**config.mk**
```make
export PLATFORM = sky130hd
export DESIGN_NAME = rpa_regs
export DESIGN_NICKNAME = d
export VERILOG_FILES = /design/src/hw/rtl/rpa_pkg.sv /design/src/hw/rtl/rpa_regs.sv
export SDC_FILE = /design/constraint.sdc
export NUM_CORES = 1
export LEC_CHECK = 0
export ABC_AREA = 1
export BUFFER_PORTS_ARGS = -buffer_cell sky130_fd_sc_hd__buf_2
export CAP_MARGIN = 20
export CELL_PAD_IN_SITES_DETAIL_PLACEMENT = 1
export CELL_PAD_IN_SITES_GLOBAL_PLACEMENT = 1
export CORE_MARGIN = 10
export CORE_UTILIZATION = 27
export DETAILED_ROUTE_END_ITERATION = 8
export PLACE_DENSITY = 0.79
export SYNTH_ARGS = -nofsm -noshare
export SYNTH_HDL_FRONTEND = slang
export SYNTH_SLANG_ARGS = --single-unit
```
**constraint.sdc**
```tcl
create_clock -name i_clk -period 1.5 [get_ports i_clk]
set_clock_uncertainty 0.15 [all_clocks]
set_input_delay 0.3 -clock i_clk [delete_from_list [all_inputs] [get_ports i_clk]]
set_output_delay 0.3 -clock i_clk [all_outputs]
set_load 0.03 [all_outputs]
```
**src/hw/rtl/rpa_pkg.sv**
```systemverilog
// Shared types and constants of the repetition penalty argmax unit.
// No dependencies; imported by every module of the block.
package rpa_pkg;

    localparam int ID_W       = 16;
    localparam int SCORE_W    = 32;
    localparam int FACT_W     = 16;
    localparam int PROD_W     = SCORE_W + FACT_W + 1;
    localparam int MAP_IDS    = 65536;
    localparam int ROW_BITS   = 32;
    localparam int ROW_SEL_W  = 5;
    localparam int Q_SHIFT    = 14;
    localparam int APB_ADDR_W = 3;
    localparam int APB_DATA_W = 32;

    localparam logic [1:0] CMD_CLEAR = 2'd0;
    localparam logic [1:0] CMD_MARK  = 2'd1;
    localparam logic [1:0] CMD_SCORE = 2'd2;

    localparam logic REG_FACTOR = 1'b0;
    localparam logic REG_RECIP  = 1'b1;

    localparam logic [FACT_W-1:0] FACTOR_RST = 16'd18022;
    localparam logic [FACT_W-1:0] RECIP_RST  = 16'd14895;

    typedef struct packed {
        logic [FACT_W-1:0] factor;
        logic [FACT_W-1:0] recip;
    } t_penalty;

    typedef struct packed {
        logic mark_we;
        logic score_go;
        logic clear_go;
        logic sweep_we;
    } t_dp_cmd;

    typedef struct packed {
        logic sweep_last;
    } t_dp_stat;

    typedef struct packed {
        logic            vld;
        logic            clr;
        logic            last;
        logic            cmp;
        logic [ID_W-1:0] idx;
    } t_pipe;

endpackage

```
**src/hw/rtl/rpa_regs.sv**
```systemverilog
// APB configuration registers: penalty factor and its reciprocal.
// Depends on rpa_pkg.
module rpa_regs
    import rpa_pkg::*;
(
    input  logic                  i_clk,
    input  logic                  i_rst_n,
    input  logic                  psel,
    input  logic                  penable,
    input  logic                  pwrite,
    input  logic [APB_ADDR_W-1:0] paddr,
    input  logic [APB_DATA_W-1:0] pwdata,
    output logic [APB_DATA_W-1:0] prdata,
    output logic                  pready,
    output t_penalty              o_pen
);

    logic [FACT_W-1:0] r_factor;
    logic [FACT_W-1:0] r_recip;
    logic              w_wr;

    assign pready = 1'b1;
    assign w_wr   = psel && penable && pwrite;

    always_ff @(posedge i_clk) begin
        if (!i_rst_n) begin
            r_factor <= FACTOR_RST;
            r_recip  <= RECIP_RST;
        end else if (w_wr) begin
            case (paddr[2])
                REG_FACTOR: r_factor <= pwdata[FACT_W-1:0];
                REG_RECIP:  r_recip  <= pwdata[FACT_W-1:0];
                default:    r_factor <= r_factor;
            endcase
        end
    end

    always_comb begin
        case (paddr[2])
            REG_FACTOR: prdata = APB_DATA_W'(r_factor);
            REG_RECIP:  prdata = APB_DATA_W'(r_recip);
            default:    prdata = '0;
        endcase
    end

    assign o_pen.factor = r_factor;
    assign o_pen.recip  = r_recip;

endmodule

```
==> results.cfg <==
[route]
post_drt_via_cell_ratio = 4.276
initialDrtViolationCount = 27
post_drt_wl_per_cell_um = 13.91
route.antenna.remaining_nets = 0
routed_wirelength_um = 5382
drtPass1Iterations = 3
vias = 1655
drc = 0

[yosys]
synth_enable_flop_cells = 0
synth.most_common_cell = nand2_1
combinational_family_with_the_most_area_after_synthesis = simple AND/OR/NAND/NOR gates
yosys.area_share.adder_pct = 0
synth.avg_cell_area_sq_um = 6.802
synth_sequential_area_ratio_pct = 38.76
synthDominantAreaCellType = dfxtp_1
netlist_instances = 243
synth_common_cells = nand2_1 (96), dfxtp_1 (32), nand3_1 (32)
syn_std_cell_area_sq_mm = 0.001653
synth.area.mux_share_pct = 0
synth_compound_gate_area_share_pct = 0
post_synth_and_or_nand_nor_area_fraction_pct = 44.74
synth-seq-cells = 32
synthDominantCellAreaShare_pct = 38.76
yosys_warnings = 0
synth_flop_cell = dfxtp_1
synth-async-reset-ratio_pct = 0
synth_xor_xnor_area_share_pct = 0
synth_area_leaders = dfxtp_1 (39%), nand2_1 (22%), nand3_1 (9.7%)
synth.lib_cells_used.distinct = 17

[setup_path]
crit_path_max_fanout = 17
worst-endpoint-arrival_ns = 0.99
setup.worst_path.class = in2out
setup.worst_path.start_class = primary input
worst_r2r_startpoint = r_recip[4]
crit_required_ns = 1.05
critPathLaunch = paddr[2]
critPathCaptureType = primary output

[finish]
final.fill_count = 772
diodes = 0
num-nets-final = 351
final_cell_area_sq_mm = 0.002122
syn2layout_area_growth_pct = 28.39
ff_latch_area_sq_um = 641.9
multi_input_comb_area_sq_um = 803.3
drive_gt1_share_pct = 29.81

[pwr]
total_leakage_power_nw = 1.191
pwr_density_cell_mw_per_mm2 = 965.2
ir_drop_v = 0.0003716

[cts]
cts.path.max_buffers = 2
cts_made_buffers = 5
cts_root_buffer = clkbuf_8
ctsHtreeMaxLevel = 2
tritoncts_num_sinks = 32
clk-insertion-delay-late_ns = 0.28
worst_setup_hold_path_clk_slew_ns = 0.07
clock_tree_from_tritoncts = built
cts_hold_buffers = 0

[grt]
largest_net_degree_at_the_start_of_global_routing = 33
global_route.overflow_total = 0
grt_antenna_before_repair = 0
global_route_wire_length_before_repair_um = 8866
grt_pass1_vias = 1773
grtUsageTotal_pct = 10.99

[floorplanning]
floorplan.die.width_um = 98.24
full_die_area_sq_mm = 0.009651
start_util_pct = 27.92
pin_count = 105
core.rowCount = 28
die_y_um = 98.24
area_of_the_core_region_sq_mm = 0.005921

[status]
status = finished clean

[min_path]
min_path_type = in2reg
hold_path_startpoint = pwdata[6]

[sta]
fin_tns_setup_ns = 0
rsz_0062_raised_after_global_routing = false
report.final.setup_viol = 0
min_period_over_period_pct = 95.93
report.final.slew_viol_count = 0
report.final.hold_viol_count = 0
timing.fmax_ghz = 0.6950
final.min_clock_period_ns = 1.439
timing.hold.ws_ns = 0.09747

[place]
gpl.final_weighted_congestion = 0.6869
detailedPlacementHpwl_um = 4134
io_buffer_count = 69
dpl_cell_area_sq_mm = 0.002026

[job]
drv_cap = 0
layer usage:
metal,share of wire [%],vias up,GRT usage (%)
li1,-,845,-
met1,42,757,12.30
met2,50,48,19.09
met5,0,-,0
met3,7.6,5,4.299
met4,0.63,0,2.646
cell families (layout without fill, tap and decap cells):
logic type / after synthesis / after routing
and+or+nand+nor: 167 / 167
buffers and inverters: 42 / 96
other: 2 / 17
DFF: 32 / 32
layout make-up:
class,count,area share (%)
timing repair buffer,74,20.52
tap,75,4.422
sequential,32,30.25
clock inverter,2,0.4717
clock buffer,6,3.892
multi-input combinational,184,37.85
inverter,14,2.594
final timing paths:
check                endpoint  cells past startpoint  slack (ns)
setup reg to reg   r_recip[4]                      2        0.75
hold reg to reg    r_recip[2]                      2        0.33
setup / recovery    prdata[4]                      6        0.06
hold / removal    r_factor[6]                      3         0.1
worst max-delay path, cell delays in order:
cell,delay [ns]
buf_2,0.14
inv_4,0.08
buf_12,0.15
nand2_1,0.06
nand2_1,0.05
buf_2,0.19
sequential cells by signal, summed over array words and instances (netlist names):
name,cells
r_recip,16
r_factor,16
stage by stage:
step                total power [mW]  std cells  util, %  setup WS (ns)
finish                         2.048        387    35.84        0.06110
global route                   2.168        387    35.84       0.001051
CTS                            2.085        387    35.78        0.05227
detailed placement             1.389        379    34.21        0.04132
global placement               1.380        379    34.21        0.06551
floorplan                      1.271        258        -        0.03632
timing repair:
item,CTS,global route
hold endpoints to repair,0,0
setup endpoints to repair,0,1
resized for setup,0,2
buffers inserted,0,0
placed cells by master, fill, tap and decap left out:
| cell | instances |
|---|---|
| buf_4 | 1 |
| nor2_2 | 1 |
| buf_2 | 68 |
| buf_12 | 4 |
| dfxtp_1 | 31 |
| nand3_1 | 32 |
| clkbuf_8 | 6 |
| inv_2 | 1 |
| inv_1 | 12 |
| dfxtp_2 | 1 |
| nor2_1 | 31 |
| nand2_2 | 3 |
| inv_4 | 1 |
| clkbuf_4 | 1 |
| nand3_4 | 1 |
| nor2_8 | 3 |
| clkinv_2 | 2 |
| nand2_1 | 96 |
| conb_1 | 17 |
power by group:
| group | internal, mW | switching (mW) | leakage [nW] |
|---|---|---|---|
| combinational | 0.130 | 0.333 | 0.880 |
| clock | 0.366 | 0.317 | 0.0510 |
| sequential | 0.880 | 0.0223 | 0.260 |
| total | 1.38 | 0.672 | 1.19 |
No activity file was read; power rests on OpenSTA's default activity.
